## src/hdl/pxs_pkg.sv

```systemverilog
// Shared constants, codes and types of the packet XOR scrambler.
package pxs_pkg;

	localparam int PACKET_MAX = 2048;
	localparam int MASK_MAX   = 32;

	localparam int DATA_W  = 8;
	localparam int POS_W   = 11;
	localparam int LEN_W   = 12;
	localparam int MLEN_W  = 6;
	localparam int MIDX_W  = 5;
	localparam int MASK_W  = 256;
	localparam int REG_W   = 64;
	localparam int ADDR_W  = 6;
	localparam int DIV_W   = POS_W + MLEN_W;

	localparam logic [LEN_W-1:0] MIRROR_MIN = LEN_W'(2);

	localparam logic [2:0] METHOD_PLAIN = 3'd0;
	localparam logic [2:0] METHOD_MASK  = 3'd1;
	localparam logic [2:0] METHOD_XPOS  = 3'd2;
	localparam logic [2:0] METHOD_REV   = 3'd3;
	localparam logic [2:0] METHOD_OBF   = 3'd4;

	localparam logic [2:0] REG_METHOD   = 3'd0;
	localparam logic [2:0] REG_OUTBOUND = 3'd1;
	localparam logic [2:0] REG_KEY_LEN  = 3'd2;
	localparam logic [2:0] REG_MASK0    = 3'd3;
	localparam logic [2:0] REG_MASK1    = 3'd4;
	localparam logic [2:0] REG_MASK2    = 3'd5;
	localparam logic [2:0] REG_MASK3    = 3'd6;

	typedef struct packed {
		logic [2:0]        method;
		logic              outbound;
		logic [MLEN_W-1:0] key_len;
		logic [MASK_W-1:0] mask;
	} pxs_cfg_t;

	typedef struct packed {
		logic [DATA_W-1:0] data;
		logic [POS_W-1:0]  dest;
		logic [POS_W-1:0]  mpos;
		logic              use_mask;
		logic              bad;
	} pxs_item_t;

endpackage

```

## src/hdl/pxs_regs.sv

```systemverilog
// Configuration register file behind the APB-style port.
module pxs_regs import pxs_pkg::*; (
	input  logic              clk,
	input  logic              arst_n,
	input  logic              psel,
	input  logic              penable,
	input  logic              pwrite,
	input  logic [ADDR_W-1:0] paddr,
	input  logic [REG_W-1:0]  pwdata,
	output logic [REG_W-1:0]  prdata,
	output logic              pready,
	output pxs_cfg_t          cfg
);

	logic [2:0]        method_q;
	logic              outbound_q;
	logic [MLEN_W-1:0] key_length_q;
	logic [MASK_W-1:0] mask_q;
	logic              wr;
	logic [2:0]        idx;

	assign pready = 1'b1;
	assign wr     = psel & penable & pwrite;
	assign idx    = paddr[ADDR_W-1:3];

	always_ff @(posedge clk or negedge arst_n) begin
		if (!arst_n) begin
			method_q      <= METHOD_PLAIN;
			outbound_q    <= 1'b0;
			key_length_q  <= MLEN_W'(1);
			mask_q        <= '0;
		end else if (wr) begin
			case (idx)
				REG_METHOD:   method_q           <= pwdata[2:0];
				REG_OUTBOUND: outbound_q         <= pwdata[0];
				REG_KEY_LEN:  key_length_q       <= pwdata[MLEN_W-1:0];
				REG_MASK0:    mask_q[63:0]       <= pwdata;
				REG_MASK1:    mask_q[127:64]     <= pwdata;
				REG_MASK2:    mask_q[191:128]    <= pwdata;
				REG_MASK3:    mask_q[255:192]    <= pwdata;
				default: ;
			endcase
		end
	end

	always_comb begin
		case (idx)
			REG_METHOD:   prdata = REG_W'(method_q);
			REG_OUTBOUND: prdata = REG_W'(outbound_q);
			REG_KEY_LEN:  prdata = REG_W'(key_length_q);
			REG_MASK0:    prdata = mask_q[63:0];
			REG_MASK1:    prdata = mask_q[127:64];
			REG_MASK2:    prdata = mask_q[191:128];
			REG_MASK3:    prdata = mask_q[255:192];
			default:      prdata = '0;
		endcase
	end

	always_comb begin
		cfg.method   = method_q;
		cfg.outbound = outbound_q;
		cfg.key_len  = (32'(key_length_q) > MASK_MAX) ? MLEN_W'(MASK_MAX) : key_length_q;
		cfg.mask     = mask_q;
	end

endmodule

```

## src/hdl/pxs_front.sv

```systemverilog
// First stage: range check, mirror position and position XOR terms.
module pxs_front import pxs_pkg::*; (
	input  logic              clk,
	input  logic              arst_n,
	input  pxs_cfg_t          cfg,
	input  logic              item_valid,
	output logic              item_ready,
	input  logic [DATA_W-1:0] data_byte,
	input  logic [POS_W-1:0]  position,
	input  logic [LEN_W-1:0]  packet_length,
	output logic              valid_s1,
	output pxs_item_t         item_s1,
	input  logic              en_next
);

	pxs_item_t         nxt;
	logic              bad;
	logic              rev;
	logic [LEN_W-1:0]  diff;
	logic [POS_W-1:0]  p;
	logic [DATA_W-1:0] i1;
	logic [DATA_W-1:0] p1;
	logic              en;

	assign en         = !valid_s1 || en_next;
	assign item_ready = en;

	always_comb begin
		bad  = ({1'b0, position} >= packet_length) || (32'(packet_length) > PACKET_MAX);
		rev  = (cfg.method == METHOD_REV) || (cfg.method == METHOD_OBF);
		diff = packet_length - {1'b0, position};
		p    = (rev && packet_length > MIRROR_MIN && position != '0) ? diff[POS_W-1:0]
		                                                           : position;
		i1   = position[DATA_W-1:0] + DATA_W'(1);
		p1   = p[DATA_W-1:0] + DATA_W'(1);

		nxt.data     = data_byte;
		nxt.dest     = position;
		nxt.mpos     = position;
		nxt.use_mask = 1'b0;
		nxt.bad      = bad;
		if (!bad) begin
			case (cfg.method)
				METHOD_MASK: begin
					nxt.use_mask = (cfg.key_len != '0);
				end
				METHOD_XPOS: begin
					nxt.data = data_byte ^ i1;
				end
				METHOD_REV: begin
					nxt.dest = p;
				end
				METHOD_OBF: begin
					nxt.dest     = p;
					nxt.data     = data_byte ^ i1 ^ p1;
					nxt.mpos     = cfg.outbound ? p : position;
					nxt.use_mask = (cfg.key_len != '0);
				end
				default: ;
			endcase
		end
	end

	always_ff @(posedge clk or negedge arst_n) begin
		if (!arst_n) begin
			valid_s1 <= 1'b0;
		end else if (en) begin
			valid_s1 <= item_valid;
		end
	end

	always_ff @(posedge clk) begin
		if (en) begin
			item_s1 <= nxt;
		end
	end

endmodule

```

## src/hdl/pxs_mod_stage.sv

```systemverilog
// Pipeline stage of the mask index remainder: STEP_CNT restoring subtract steps.
module pxs_mod_stage import pxs_pkg::*; #(
	parameter int STEP_HI  = 10,
	parameter int STEP_CNT = 4
) (
	input  logic      clk,
	input  logic      arst_n,
	input  pxs_cfg_t  cfg,
	input  logic      valid_in,
	input  pxs_item_t item_in,
	output logic      en,
	output logic      valid_sn,
	output pxs_item_t item_sn,
	input  logic      en_next
);

	pxs_item_t        nxt;
	logic [DIV_W-1:0] r;
	logic [DIV_W-1:0] d;

	assign en = !valid_sn || en_next;

	always_comb begin
		nxt = item_in;
		r   = DIV_W'(item_in.mpos);
		for (int s = 0; s < STEP_CNT; s++) begin
			d = DIV_W'(cfg.key_len) << (STEP_HI - s);
			if (r >= d) begin
				r = r - d;
			end
		end
		nxt.mpos = r[POS_W-1:0];
	end

	always_ff @(posedge clk or negedge arst_n) begin
		if (!arst_n) begin
			valid_sn <= 1'b0;
		end else if (en) begin
			valid_sn <= valid_in;
		end
	end

	always_ff @(posedge clk) begin
		if (en) begin
			item_sn <= nxt;
		end
	end

endmodule

```

## src/hdl/pxs_out.sv

```systemverilog
// Last stage: mask byte lookup, final XOR and the output register.
module pxs_out import pxs_pkg::*; (
	input  logic              clk,
	input  logic              arst_n,
	input  pxs_cfg_t          cfg,
	input  logic              valid_in,
	input  pxs_item_t         item_in,
	output logic              en,
	output logic              result_valid,
	input  logic              result_ready,
	output logic [DATA_W-1:0] result_byte,
	output logic [POS_W-1:0]  dest_position,
	output logic              bad_position
);

	logic              valid_s5;
	logic [DATA_W-1:0] byte_s5;
	logic [POS_W-1:0]  dest_s5;
	logic              bad_s5;
	logic [MIDX_W-1:0] idx;
	logic [DATA_W-1:0] mbyte;

	assign en    = !valid_s5 || result_ready;
	assign idx   = item_in.mpos[MIDX_W-1:0];
	assign mbyte = cfg.mask[{idx, 3'b000} +: DATA_W];

	always_ff @(posedge clk or negedge arst_n) begin
		if (!arst_n) begin
			valid_s5 <= 1'b0;
		end else if (en) begin
			valid_s5 <= valid_in;
		end
	end

	always_ff @(posedge clk) begin
		if (en) begin
			byte_s5 <= item_in.use_mask ? (item_in.data ^ mbyte) : item_in.data;
			dest_s5 <= item_in.dest;
			bad_s5  <= item_in.bad;
		end
	end

	assign result_valid  = valid_s5;
	assign result_byte   = byte_s5;
	assign dest_position = dest_s5;
	assign bad_position  = bad_s5;

endmodule

```

## src/hdl/packet_xor_scramble.sv

```systemverilog
// Top level of the per-byte packet XOR scrambler.
// Five register stages, three of them for the mask index remainder.
// Throughput: one byte per cycle while the output is not stalled by result_ready.
// A stalled output holds its stage; upstream stages keep filling bubbles.
// Reset clears all valid bits and the registers (key length to 1).
module packet_xor_scramble import pxs_pkg::*; (
	input  logic              clk,
	input  logic              arst_n,
	input  logic              psel,
	input  logic              penable,
	input  logic              pwrite,
	input  logic [ADDR_W-1:0] paddr,
	input  logic [REG_W-1:0]  pwdata,
	output logic [REG_W-1:0]  prdata,
	output logic              pready,
	input  logic              item_valid,
	output logic              item_ready,
	input  logic [DATA_W-1:0] data_byte,
	input  logic [POS_W-1:0]  position,
	input  logic [LEN_W-1:0]  packet_length,
	output logic              result_valid,
	input  logic              result_ready,
	output logic [DATA_W-1:0] result_byte,
	output logic [POS_W-1:0]  dest_position,
	output logic              bad_position
);

	pxs_cfg_t  cfg;
	logic      valid_s1, valid_s2, valid_s3, valid_s4;
	pxs_item_t item_s1, item_s2, item_s3, item_s4;
	logic      en_s2, en_s3, en_s4, en_s5;

	pxs_regs u_regs (
		.clk     (clk),
		.arst_n  (arst_n),
		.psel    (psel),
		.penable (penable),
		.pwrite  (pwrite),
		.paddr   (paddr),
		.pwdata  (pwdata),
		.prdata  (prdata),
		.pready  (pready),
		.cfg     (cfg)
	);

	pxs_front u_front (
		.clk           (clk),
		.arst_n        (arst_n),
		.cfg           (cfg),
		.item_valid    (item_valid),
		.item_ready    (item_ready),
		.data_byte     (data_byte),
		.position      (position),
		.packet_length (packet_length),
		.valid_s1      (valid_s1),
		.item_s1       (item_s1),
		.en_next       (en_s2)
	);

	pxs_mod_stage #(.STEP_HI(10), .STEP_CNT(4)) u_mod_s2 (
		.clk      (clk),
		.arst_n   (arst_n),
		.cfg      (cfg),
		.valid_in (valid_s1),
		.item_in  (item_s1),
		.en       (en_s2),
		.valid_sn (valid_s2),
		.item_sn  (item_s2),
		.en_next  (en_s3)
	);

	pxs_mod_stage #(.STEP_HI(6), .STEP_CNT(4)) u_mod_s3 (
		.clk      (clk),
		.arst_n   (arst_n),
		.cfg      (cfg),
		.valid_in (valid_s2),
		.item_in  (item_s2),
		.en       (en_s3),
		.valid_sn (valid_s3),
		.item_sn  (item_s3),
		.en_next  (en_s4)
	);

	pxs_mod_stage #(.STEP_HI(2), .STEP_CNT(3)) u_mod_s4 (
		.clk      (clk),
		.arst_n   (arst_n),
		.cfg      (cfg),
		.valid_in (valid_s3),
		.item_in  (item_s3),
		.en       (en_s4),
		.valid_sn (valid_s4),
		.item_sn  (item_s4),
		.en_next  (en_s5)
	);

	pxs_out u_out (
		.clk           (clk),
		.arst_n        (arst_n),
		.cfg           (cfg),
		.valid_in      (valid_s4),
		.item_in       (item_s4),
		.en            (en_s5),
		.result_valid  (result_valid),
		.result_ready  (result_ready),
		.result_byte   (result_byte),
		.dest_position (dest_position),
		.bad_position  (bad_position)
	);

endmodule

```

## config.mk

```make
export PLATFORM = sky130hd
export DESIGN_NAME = packet_xor_scramble
export DESIGN_NICKNAME = d
export VERILOG_FILES = /design/src/hdl/pxs_pkg.sv /design/src/hdl/pxs_regs.sv /design/src/hdl/pxs_front.sv /design/src/hdl/pxs_mod_stage.sv /design/src/hdl/pxs_out.sv /design/src/hdl/packet_xor_scramble.sv
export SDC_FILE = /design/constraint.sdc
export NUM_CORES = 1
export LEC_CHECK = 0
export BUFFER_PORTS_ARGS = -buffer_cell sky130_fd_sc_hd__buf_2
export CORE_AREA = 2 2 208 292
export CTS_CLUSTER_SIZE = 8
export DETAILED_ROUTE_END_ITERATION = 8
export DIE_AREA = 0 0 210 294
export PLACE_DENSITY_LB_ADDON = 0.12
export REMOVE_ABC_BUFFERS = 1
export SYNTH_ARGS = -nofsm -noshare
export SYNTH_HDL_FRONTEND = slang
export SYNTH_SLANG_ARGS = --single-unit
export TNS_END_PERCENT = 20
```

## constraint.sdc

```tcl
create_clock -name clk -period 11.4 [get_ports clk]
set_input_delay 2.28 -clock clk [delete_from_list [all_inputs] [get_ports clk]]
set_output_delay 2.28 -clock clk [all_outputs]
set_load 0.02 [all_outputs]
```

### After elaboration in Yosys (flattened, before gate mapping)

Cells that the tools add are included.
Widths: inputs -> output; s select.

| storage, ports and cells | value |
|---|---|
| register bits after elaboration | 413 |
| output and inout port bits | 87 |
| logic and storage cells | 129 |

| cells by class | value |
|---|---|
| add/sub/neg operators | 14 |
| magnitude comparators | 15 |
| eq/ne operators | 10 |
| shift-type cells | 1 |
| multiplexer cells | 21 |
| bitwise logic cells | 6 |
| reduce and logical (&&, ||, !) cells | 27 |

Operators with widths:

| kind | number |
|---|---|
| $pmux 64 s7 | 1 |
| $shiftx 256x9->8 | 1 |
| $mux 17 | 8 |
| $mux 11 | 6 |
| $mux 31 | 1 |
| $ge 11x12->1 | 2 |
| $xor 8x8->8 | 3 |
| $sub 11x11->11 | 2 |
| $ge 17x10->1 | 1 |
| $ge 17x11->1 | 1 |
| $ge 17x13->1 | 1 |
| $ge 17x14->1 | 1 |
| $ge 17x15->1 | 1 |
| $ge 17x6->1 | 1 |
| $ge 17x7->1 | 1 |
| $ge 17x9->1 | 1 |
| $sub 11x16->17 | 1 |
| $sub 17x10->17 | 1 |
| $sub 17x11->17 | 1 |
| $sub 17x14->17 | 1 |
| $sub 17x15->17 | 1 |
| $sub 17x7->17 | 1 |
| $add 8x1->8 const B | 2 |
| $ge 11x16->1 | 1 |
| 26 further kinds | 53 |

### Longest topological paths before layout

Gate-level depths: netlist of run 1.

| depth | value |
|---|---|
| word-level depth | 10 |
| mapped depth | 39 |
| mapped depth without buffers | 36 |

### Cells and area by module

Synthesis of run 1 repeated with hierarchy kept, for this count alone.

| unflattened totals | value |
|---|---|
| cell total of the unflattened synthesis | 2127 |
| area, all modules | 25265.5 µm² |

Modules (own cells, without submodules):

| module | times used | cells each | area each (µm²) |
|---|---|---|---|
| pxs_regs | 1 | 884 | 11992.8 |
| pxs_out | 1 | 257 | 3075.4 |
| pxs_front | 1 | 292 | 2806.4 |
| pxs_mod_stage (u_mod_s3) | 1 | 248 | 2577.5 |
| pxs_mod_stage (u_mod_s4) | 1 | 244 | 2528.7 |
| pxs_mod_stage (u_mod_s2) | 1 | 202 | 2284.7 |

### Worst setup path before layout of run 1

OpenSTA, ideal clock, no wires.

| timing | value |
|---|---|
| path kind | flip-flop to flip-flop |
| start point | reg u_regs.key_length_q[5] |
| end point | reg u_mod_s3.item_sn[10] (netlist name), data pin |
| library setup time | 0.260 ns |
| arrival | 8.335 ns |
| required time | 11.140 ns |
| slack | 2.806 ns |
| stages on the path, launching flop included | 38 |
| clock period less this slack | 8.594 ns |
| cells stage by stage | dfrtp_1 inv_1 nand2_1 ha_1 clkbuf_1 nand3_1 or4_4 a31oi_4 buf_6 mux2_2 ha_1 nand3_1 or4_4 and3_4 a21bo_2 clkbuf_1 nand2_1 o21ai_0 (+2 left out) nor2b_1 o21a_1 o21ai_0 a21oi_1 or2_1 nor2_2 nand2_1 mux2i_1 fa_1 a21o_1 a21oi_1 o21ai_0 a21oi_1 o31ai_1 a311oi_1 nand2_1 nor4b_4 mux2_2 |

| on the way | value |
|---|---|
| cells in the longest elaborated chain, start to end | 10 |
| elaborated cells between the ends (all ways) | 14 |

RTL lines:

| item | RTL line | RTL |
|---|---|---|
| start, declared | pxs_regs.sv:17 | `logic [MLEN_W-1:0] key_length_q;` |
| start signal, assigned | pxs_regs.sv:36 | `REG_KEY_LEN: key_length_q <= pwdata[MLEN_W-1:0];` |
| $gt 6x6->1 | pxs_regs.sv:62 | `cfg.key_len = (32'(key_length_q) > MASK_MAX) ? MLEN_W'(MASK_MAX) : key_length_q;` |
| $mux 6 (*) | pxs_regs.sv:62 |  |
| $sub 11x12->13 / $ge 11x12->1 (equally long branches) | pxs_mod_stage.sv:29, pxs_mod_stage.sv:28 |  |
| $mux 17 | pxs_mod_stage.sv:28 | `if (r >= d) begin` |
| $sub 17x11->17 / $ge 17x11->1 (equally long branches) | pxs_mod_stage.sv:29, pxs_mod_stage.sv:28 |  |
| $mux 17 | pxs_mod_stage.sv:28 |  |
| $sub 17x10->17 / $ge 17x10->1 (equally long branches) | pxs_mod_stage.sv:29, pxs_mod_stage.sv:28 |  |
| $mux 17 | pxs_mod_stage.sv:28 |  |
| $ge 17x9->1 / $sub 11x9->11 (equally long branches) | pxs_mod_stage.sv:28, pxs_mod_stage.sv:29 |  |
| $mux 11 (*) | pxs_mod_stage.sv:28 |  |
| named net u_mod_s3.r[8] | pxs_mod_stage.sv:18 | `logic [DIV_W-1:0] r;` |
| end signal, assigned | pxs_mod_stage.sv:45 | `item_sn <= nxt;` |
| end, declared | pxs_mod_stage.sv:13 | `output pxs_item_t item_sn,` |

The timed path passes the listed nets; every way through them passes the cells marked *.
A chain may end at the register's enable or synchronous reset.

### Final worst setup path of run 1

| timing | value |
|---|---|
| start point | reg u_regs.key_length_q[5] |
| end point | reg u_mod_s3.item_sn[9] (netlist name), data pin |

Same word-level chain as after synthesis.

==> results.yml, run 1 <==
setup_path:
  reg2reg_from: "u_regs.key_length_q[5]$_DFFE_PN0P_"
  crit_type: "flop to flop"
  critPathLaunch: "u_regs.key_length_q[5]$_DFFE_PN0P_"
  cp_common_cell: "sky130_fd_sc_hd__nand2_1"
  cp-end-kind: "flop"
  worstPathRequired_ns: 11.74
  worst_path_max_delay_cell: "sky130_fd_sc_hd__or4_4"
  critPathBufInv: 3
  worst-endpoint-arrival_ns: 9.93
  critical_path_peak_fanout: 12
  cpPeakStageDelay_ns: 0.53
  startpoint_type: "flop"
  worst_path_dominant_cell_family: "simple AND/OR/NAND/NOR gates"
timing:
  timing.final.max_slew_violations: 0
  rsz0062_at_grt: "no"
  finalCriticalPeriod_ns: 9.59
  layout_worst_path_cycle_share: 0.841
  report.final.hold_viol_count: 0
  hold_slack_ns: 0.410
  clock.fmax_ghz: 0.104
  post-route-worst-setup-slack_ns: 1.81
  final_setup_violation_count: 0
  timing.clock.skew_ns: 0.0343
  setup_total_negative_slack_ns: 0
  worst_rel_slew_slack: 0.204
  worstMarginPinSlew_ns: 1.19
cells_and_area:
  layout-area-overhead-vs-synth_pct: 14.1
  fillCellCount: 5450
  nets: 2264
  layout-drive-gt1-share: 0.335
clocking:
  clock_tree_from_tritoncts: "done"
  path_clk_slew_ns: 0.05
  cts-buffers-inserted: 57
  clock-root-buffer: "sky130_fd_sc_hd__clkbuf_16"
  postCtsSetupBuffers: 0
  worst_skew_pair.late_latency_ns: 0.61
  cts_sinks: 413
  ctsHtreeMaxLevel: 2
  cts_repair_resize_count: 0
  hold_buffers: 0
  clock_tree.buffer_depth: 3
placement:
  placement.setup.worst_slack_ns: 1.85
  portBuffers: 190
  dp_hpwl_mm: 44.7
  gp_congestion: 0.844
die:
  fp-row-count: 106
  initial_core_utilization: 0.395
  fp.coreArea_um2: 59300
  die_h_um: 294
  chipWidth_um: 210
  io-pin-count: 195
  die_area_um2: 61700
detailed_routing:
  route.detailed.drc: 0
  dr.first_iter.drc_count: 809
  route.detailed.wl_per_inst_um: 22.8
  avgViaCountPerCell: 5.78
  routed_wirelength_mm: 64.5
  route.vias.total: 16300
  final_antenna_net_count: 0
  drt-pass1-iter-count: 5
pwr:
  p_per_area_nw_per_um2: 307
  irDropWorstVdd_uv: 311
  leakagePower_uw: 0.0115
synthesis:
  cell_area_synth_um2: 23400
  post_synth_main_area_contributors: "sky130_fd_sc_hd__dfrtp_1 29%, sky130_fd_sc_hd__edfxtp_1 18%, sky130_fd_sc_hd__mux2_2 14%"
  synthDistinctLibCells: 84
  synth.most_common_cell: "sky130_fd_sc_hd__mux2_2"
  yosysWarningCount: 0
  synth-seq-cells: 413
  netlist.area_leader.share: 0.289
  post-synth-top-area-cell: "sky130_fd_sc_hd__dfrtp_1"
  synth_seq_area_share: 0.472
  synthFlopType: "sky130_fd_sc_hd__dfrtp_1"
  synth-async-reset-ratio: 0.656
  avgSynthCellArea_um2: 12.4
  synth.top_cells.by_count: "301 x sky130_fd_sc_hd__mux2_2, 270 x sky130_fd_sc_hd__dfrtp_1, 142 x sky130_fd_sc_hd__edfxtp_1"
  synthCells: 1885
  synth_enable_flop_cells: 142
worst_hold_path:
  min-delay-path-class: "flop to flop"
  worst_hold_startpoint: "u_front.item_s1[21]$_DFFE_PP_"
grt:
  total_grt_overflow: 0
  initial_antenna_violation_count: 10
  grtUsageTotal: 0.209
  first_global_vias: 17200
  grt_pass1_wl_mm: 99.4
  grt_start_max_net_pins: 133
status:
  result_of_the_run: "complete, no violations"
run:
  max-cap-violations: 0
-- routing by layer --
layer | vias to the layer above | GRT usage | share of wire
li1 | 7464 | - | -
met1 | 8391 | 0.248 | 0.41
met3 | 113 | 0.0397 | 0.045
met2 | 356 | 0.382 | 0.52
met4 | 14 | 0.0612 | 0.024
met5 | - | 0 | 0.0012
-- stage by stage --
stage                     std cells  power [µW]  utilization  cell area [µm²]
after floorplan                1788        5670            -            23000
after global placement         2757        6600        0.424            25100
after detailed placement       2757        6700        0.424            25100
after CTS                      2824        8260        0.450            26700
after global routing           2826        8820        0.450            26700
final                          2827        8190        0.450            26700
-- report_power, final --
part	internal (µW)	total (µW)	leakage, µW	switching [µW]
clock	905	1510	0.000747	607
sequential	1980	2230	0.00490	247
combinational	2100	4450	0.00582	2350
-- layout by cell type, fill, tap and decap left out, types with 23 or more instances in the layout --
cell                        instances
sky130_fd_sc_hd__mux2_2           301
sky130_fd_sc_hd__dfrtp_1          270
sky130_fd_sc_hd__buf_2            189
sky130_fd_sc_hd__edfxtp_1         142
sky130_fd_sc_hd__nand2_1          127
sky130_fd_sc_hd__a22oi_1          120
sky130_fd_sc_hd__ha_1              85
sky130_fd_sc_hd__mux4_2            80
sky130_fd_sc_hd__a21oi_1           74
sky130_fd_sc_hd__inv_1             71
sky130_fd_sc_hd__nor2_1            62
sky130_fd_sc_hd__o21ai_0           60
sky130_fd_sc_hd__clkbuf_16         59
sky130_fd_sc_hd__xnor2_1           45
sky130_fd_sc_hd__nor2b_1           25
sky130_fd_sc_hd__buf_4             23
-- final cells by class --
class	instances	area [µm²]	area share
multi-input combinational	1304	11700	0.440
sequential	413	11000	0.414
clock buffer	65	1500	0.0562
timing repair buffer	213	1130	0.0425
tap	756	946	0.0355
inverter	71	267	0.00999
clock inverter	2	33.8	0.00127
antenna	3	7.51	0.000281
-- state kept, by name, indices dropped and copies added, names as in the netlist, 3 cells and up --
name / flops
u_front.item_s1: 32
u_mod_s2.item_sn: 32
u_mod_s3.item_sn: 32
u_mod_s4.item_sn: 26
u_out.dest_position: 11
u_out.result_byte: 8
u_regs.key_length_q: 6
u_regs.mask_q: 256
u_regs.method_q: 3
-- cells by family after synthesis --
kind of cell | count (synthesis) | synth area share
AO/OA/AOI/OAI | 383 | 0.112
XOR/XNOR | 63 | 0.0242
adder cells (fa/ha/maj) | 96 | 0.0549
buffers and inverters | 168 | 0.0276
flip-flops | 413 | 0.472
multiplexers | 402 | 0.231
other | 1 | 0.000160
AND/OR/NAND/NOR | 359 | 0.0778
-- worst paths after layout --
kind	end	slack [ns]	cells past startpoint
worst max-delay path	u_mod_s3.item_sn[9]$_DFFE_PP_	1.81	35
worst min-delay path	u_mod_s2.item_sn[21]$_DFFE_PP_	0.41	0
worst max register to register	u_mod_s3.item_sn[9]$_DFFE_PP_	1.81	35
worst min register to register	u_mod_s2.item_sn[21]$_DFFE_PP_	0.41	0
max in group asynchronous	u_regs.mask_q[218]$_DFFE_PN0P_	7.94	2
min in group asynchronous	u_regs.mask_q[55]$_DFFE_PN0P_	1.76	1
No activity file was read; power rests on OpenSTA's default activity.
==> inputs of run 2 (changes only) <==
Clock period 11.4 ns to 9 ns, I/O delays scaled along.
==> run 2 against run 1 <==
  * Count of clock-buffer cells in the layout increased by 15
  * Worst hold slack better by 0.00088 ns
  * Critical path type unchanged
  * Flip-flop and latch count unchanged
  * Setup slack lost 1.2 ns
  * Clock power increased by 32%
  * Routed wire length grew 1.9%
  * First-iteration DRC count up 1.9%
  * Maximum frequency grew 14%
  * Via count increased by 0.82%
  * Global-route usage increased by 0.51 points
==> results.yml, run 2 (synthesis results as in run 1) <==
placement:
  dp_cells: 2773
  portBuffers: 190
  dp_hpwl_mm: 45.9
  gp_congestion: 0.845
cells_and_area:
  largest_register_ffs: 256
  post-route-util: 0.454
  most_frequent_standard_cell_in_the_layout_excluding_fill_and_tap_cells: "sky130_fd_sc_hd__mux2_2"
  fillCellCount: 5388
  multi_input_area_um2: 11800
  layout.area.seq_um2: 11000
  most_frequent_cells_in_the_layout: "301 x sky130_fd_sc_hd__mux2_2, 270 x sky130_fd_sc_hd__dfrtp_1, 189 x sky130_fd_sc_hd__buf_2"
  nets: 2283
  registers.top_by_ff_count: "u_regs.mask_q"
  post_layout_nonfiller_instances: 2862
  layout-area-overhead-vs-synth_pct: 15.2
  layout-drive-gt1-share: 0.343
grt:
  initial_antenna_violation_count: 11
  global_route.usage.met2: 0.393
  grt_start_max_net_pins: 89
  grt_pass1_wl_mm: 102
  grtUsageTotal: 0.214
  first_global_vias: 17500
  total_grt_overflow: 0
  gr-usage-met3: 0.0429
  met1_usage: 0.250
  top_usage_layer: "met2"
setup_path:
  worst_path_dominant_cell_family: "simple AND/OR/NAND/NOR gates"
  crit_type: "flop to flop"
  critPathBufInv: 3
  critical_path_peak_fanout: 7
  cpPeakStageDelay_ns: 0.53
  timing.reg2reg.worst_path_depth: 35
  worstPathRequired_ns: 9.34
  startpoint_type: "flop"
  cp-end-kind: "flop"
  reg2reg_from: "u_regs.key_length_q[5]$_DFFE_PN0P_"
  reg2reg_setup_slack_ns: 0.58
  worst_r2r_endpoint: "u_mod_s3.item_sn[9]$_DFFE_PP_"
  worst_path_max_delay_cell: "sky130_fd_sc_hd__or4_4"
  worst-endpoint-arrival_ns: 8.76
die:
  die_h_um: 294
  die_area_um2: 61700
  fp-row-count: 106
  initial_core_utilization: 0.395
  io-pin-count: 195
  chipWidth_um: 210
  fp.coreArea_um2: 59300
detailed_routing:
  final_antenna_net_count: 0
  drt-pass1-iter-count: 5
  routed_wirelength_mm: 65.7
  dr.first_iter.drc_count: 824
  avgViaCountPerCell: 5.76
  route.detailed.wl_per_inst_um: 23.0
  route.detailed.drc: 0
  route.vias.total: 16500
clocking:
  clock_tree_from_tritoncts: "done"
  ctsHtreeMaxLevel: 2
  clock_tree.buffer_depth: 3
  clock-root-buffer: "sky130_fd_sc_hd__clkbuf_16"
  cts-buffers-inserted: 58
  cts_sinks: 413
  path_clk_slew_ns: 0.05
  worst_skew_pair.late_latency_ns: 0.61
run:
  max-cap-violations: 0
worst_hold_path:
  holdPathStages: 0
  worst_hold_startpoint: "u_mod_s2.item_sn[30]$_DFFE_PP_"
  timing.hold.worst_endpoint: "u_mod_s3.item_sn[30]$_DFFE_PP_"
  min-delay-path-class: "flop to flop"
pwr:
  p_sw_frac: 0.392
  seq_power_share: 0.266
  clock_power_share: 0.186
  internal_power_uw: 6540
  leakagePower_uw: 0.0116
  pwr-share-comb: 0.549
  p_per_area_nw_per_um2: 400
  net_sw_power_uw: 4220
  irDropWorstVdd_uv: 364
timing:
  final_setup_violation_count: 0
  timing.final.max_slew_violations: 0
  worst_rel_slew_slack: 0.223
  layout_worst_path_cycle_share: 0.935
  finalCriticalPeriod_ns: 8.42
  timing.clock.skew_ns: 0.0180
  rsz0062_at_grt: "no"
  clock.fmax_ghz: 0.119
  report.final.hold_viol_count: 0
  setup_total_negative_slack_ns: 0
  worstMarginPinSlew_ns: 1.17
status:
  result_of_the_run: "complete, no violations"
-- run 2: layout make-up --
| type | instances | share of cell area |
|---|---|---|
| flip-flops and latches | 413 | 0.410 |
| clock buffers | 80 | 0.0589 |
| inverters | 71 | 0.00989 |
| clock inverters | 3 | 0.00153 |
| diodes | 4 | 0.000372 |
| multi-input cells | 1304 | 0.437 |
| repair buffers | 231 | 0.0471 |
| well taps | 756 | 0.0351 |
-- run 2: metal layers --
metal / share of wire / up-vias
met2: 0.52 / 399
met4: 0.026 / 14
met5: 0.0011 / -
li1: - / 7523
met3: 0.053 / 113
met1: 0.40 / 8423
-- run 2: worst max-delay path by stage --
stage,startpoint,end,slack [ns],depth (start not counted)
after floorplan,u_regs.key_length_q[5]$_DFFE_PN0P_,u_mod_s3.item_sn[10]$_DFFE_PP_,0.39,35
after global placement,u_regs.key_length_q[5]$_DFFE_PN0P_,u_mod_s3.item_sn[7]$_DFFE_PP_,0.40,35
after detailed placement,u_regs.key_length_q[5]$_DFFE_PN0P_,u_mod_s3.item_sn[10]$_DFFE_PP_,0.28,35
after CTS,u_regs.key_length_q[5]$_DFFE_PN0P_,u_mod_s3.item_sn[8]$_DFFE_PP_,0.27,35
after global routing,u_regs.key_length_q[5]$_DFFE_PN0P_,u_mod_s3.item_sn[10]$_DFFE_PP_,0.04,36
final,u_regs.key_length_q[5]$_DFFE_PN0P_,u_mod_s3.item_sn[9]$_DFFE_PP_,0.58,35
-- run 2: stage by stage --
stage               total power (µW)  worst slack [ns]  instance area, µm²  hold slack [ns]
CTS                            10700             0.266               26900            0.412
finish                         10800             0.582               26900            0.411
global placement                8520             0.395               25300            0.401
floorplan                       7180             0.391               23000            0.400
detailed placement              8650             0.279               25300            0.405
global route                   11600            0.0395               26900            0.423
-- run 2: timing repair --
action	in CTS	in global routing
setup endpoints to repair	0	10
hold buffers	0	0
resized for setup	0	7
setup buffers	0	2
-- run 2: power groups by stage --
stage	clock network [µW]	registers, µW	logic [µW]
2_1_floorplan	0	2870	4310
3_3_place_gp	0	2880	5640
3_5_place_dp	0	2890	5760
4_1_cts	2060	2870	5820
5_1_grt	2130	2920	6530
6_report	2000	2860	5910
==> inputs of run 3 (changes only) <==
Settings changed: REMOVE_ABC_BUFFERS 1 to default, TNS_END_PERCENT 20 to 100.
==> run 3 against run 2 <==
  * Worst hold slack gained 0.0015 ns
  * Cell count shrank 0.14%
  * Sequential share of layout area is essentially flat
  * Clock power shrank 3%
  * Largest cell class unchanged
  * Highest routed layer unchanged
  * Count of clock-buffer cells in the layout shrank 2
  * Sequential power is essentially flat
==> results.yml, run 3 (synthesis results as in run 1) <==
cells_and_area:
  largest_register_ffs: 256
  nets: 2281
  layout-drive-gt1-share: 0.342
  registers.top_by_ff_count: "u_regs.mask_q"
  most_frequent_standard_cell_in_the_layout_excluding_fill_and_tap_cells: "sky130_fd_sc_hd__mux2_2"
  most_frequent_cells_in_the_layout: "301 x sky130_fd_sc_hd__mux2_2, 270 x sky130_fd_sc_hd__dfrtp_1, 189 x sky130_fd_sc_hd__buf_2"
  final_area_um2: 26900
  layout-area-overhead-vs-synth_pct: 15.1
  post_layout_nonfiller_instances: 2858
detailed_routing:
  route.vias.total: 16300
  final_antenna_net_count: 0
  drt-pass1-iter-count: 7
  dr.first_iter.drc_count: 950
  routed_wirelength_mm: 67.8
  route.detailed.wl_per_inst_um: 23.7
  avgViaCountPerCell: 5.71
  route.detailed.drc: 0
clocking:
  path_clk_slew_ns: 0.05
  cts-buffers-inserted: 57
  worst_skew_pair.late_latency_ns: 0.61
  hold_buffers: 0
  clock_tree_from_tritoncts: "done"
  cts_sinks: 413
  ctsHtreeMaxLevel: 2
  clock_tree.buffer_depth: 3
  clock-root-buffer: "sky130_fd_sc_hd__clkbuf_16"
grt:
  initial_antenna_violation_count: 15
  total_grt_overflow: 0
  first_global_vias: 17500
  grt_pass1_wl_mm: 104
  grt_start_max_net_pins: 156
  grtUsageTotal: 0.222
setup_path:
  critPathBufInv: 3
  endpoint: "u_mod_s3.item_sn[10]$_DFFE_PP_"
  cp-end-kind: "flop"
  reg2reg_setup_slack_ns: 0.57
  cell_count_along_the_critical_path: 35
  startpoint_type: "flop"
  worst_path_dominant_cell_family: "simple AND/OR/NAND/NOR gates"
  critical_path_peak_fanout: 7
  reg2reg_from: "u_regs.key_length_q[5]$_DFFE_PN0P_"
  worst_r2r_endpoint: "u_mod_s3.item_sn[10]$_DFFE_PP_"
  worst-endpoint-arrival_ns: 8.77
  crit_type: "flop to flop"
  critPathLaunch: "u_regs.key_length_q[5]$_DFFE_PN0P_"
  worst_path_max_delay_cell: "sky130_fd_sc_hd__or4_4"
  worstPathRequired_ns: 9.33
  timing.reg2reg.worst_path_depth: 35
  cpPeakStageDelay_ns: 0.52
pwr:
  irDropWorstVdd_uv: 354
  clock_power_share: 0.179
  total_power_uw: 10900
  p_sw_frac: 0.399
  net_sw_power_uw: 4340
  seq_power_share: 0.260
  leakagePower_uw: 0.0116
  internal_power_uw: 6540
  p_per_area_nw_per_um2: 404
  pwr-share-comb: 0.560
placement:
  portBuffers: 190
  dp_hpwl_mm: 47.9
  detailed_place.area_um2: 25300
  dp_cells: 2772
  placement.setup.worst_slack_ns: 0.305
  gp_congestion: 0.844
timing:
  clock.fmax_ghz: 0.119
  worstMarginPinSlew_ns: 1.12
  report.final.hold_viol_count: 0
  finalCriticalPeriod_ns: 8.43
  timing.clock.skew_ns: 0.0214
  worst_rel_slew_slack: 0.252
  post-route-worst-setup-slack_ns: 0.565
  layout_worst_path_cycle_share: 0.937
  timing.final.max_slew_violations: 0
  final_setup_violation_count: 0
die:
  initial_core_utilization: 0.395
  die_area_um2: 61700
  die_h_um: 294
  chipWidth_um: 210
  fp.coreArea_um2: 59300
  fp-row-count: 106
  io-pin-count: 195
run:
  max-cap-violations: 0
status:
  result_of_the_run: "complete, no violations"
synthesis:
  mappedNetlistNets: 2089
worst_hold_path:
  min-delay-path-class: "flop to flop"
run 3: cell count changes in the layout (fill, tap and decap cells not counted), sizes merged:
cell and delta:
buf -1, clkbuf -2, inv -1
run 3: final cells by class:
class / instances / area, µm²
Antenna cell: 4 / 10.0
Clock buffer: 78 / 1550
Clock inverter: 2 / 35.0
Fill cell: 5487 / 32400
Inverter: 71 / 267
Multi-Input combinational cell: 1304 / 11800
Sequential cell: 413 / 11000
Tap cell: 756 / 946
Timing Repair Buffer: 230 / 1270
run 3: power groups by stage:
stage / Clock, µW / Sequential [µW] / Combinational, µW
after detailed placement: 0 / 2860 / 5970
after floorplan: 0 / 2730 / 4460
after global placement: 0 / 2840 / 5870
after global routing: 2080 / 2880 / 6690
final: 1950 / 2830 / 6090
after CTS: 2010 / 2830 / 6020
run 3: how the worst min path moves through the flow:
stage                                               from                          endpoint  slack, ns  cells past startpoint
after global placement    u_mod_s2.item_sn[15]$_DFFE_PP_    u_mod_s3.item_sn[15]$_DFFE_PP_       0.40                      0
final                      u_front.item_s1[17]$_DFFE_PP_    u_mod_s2.item_sn[17]$_DFFE_PP_       0.41                      0
after detailed placement   u_front.item_s1[23]$_DFFE_PP_    u_mod_s2.item_sn[23]$_DFFE_PP_       0.40                      0
after CTS                 u_mod_s4.item_sn[20]$_DFFE_PP_  u_out.dest_position[7]$_DFFE_PP_       0.41                      0
after floorplan             u_front.item_s1[0]$_DFFE_PP_     u_mod_s2.item_sn[0]$_DFFE_PP_       0.40                      0
after global routing      u_mod_s2.item_sn[31]$_DFFE_PP_    u_mod_s3.item_sn[31]$_DFFE_PP_       0.42                      0
run 3: through the flow:
step | hold WS (ns) | utilization | setup TNS [ns]
floorplan | 0.400 | - | 0
global placement | 0.401 | 0.426 | 0
detailed placement | 0.405 | 0.426 | 0
CTS | 0.414 | 0.453 | 0
global route | 0.419 | 0.454 | -0.0686
finish | 0.413 | 0.454 | 0
run 3: metal layers:
layer / up-vias / GRT usage / wire [µm] / part of all wire
li1: 7515 / - / - / -
met1: 8273 / 0.250 / 25800 / 0.38
met2: 385 / 0.405 / 35600 / 0.52
met3: 138 / 0.0438 / 3390 / 0.050
met4: 18 / 0.0989 / 2900 / 0.043
met5: - / 0 / 123 / 0.0018
run 3: what timing repair did:
item / 4_1_cts / 5_1_grt
resized for setup: 0 / 11
buffers inserted: 0 / 2
endpoints found under the setup margin: 0 / 11
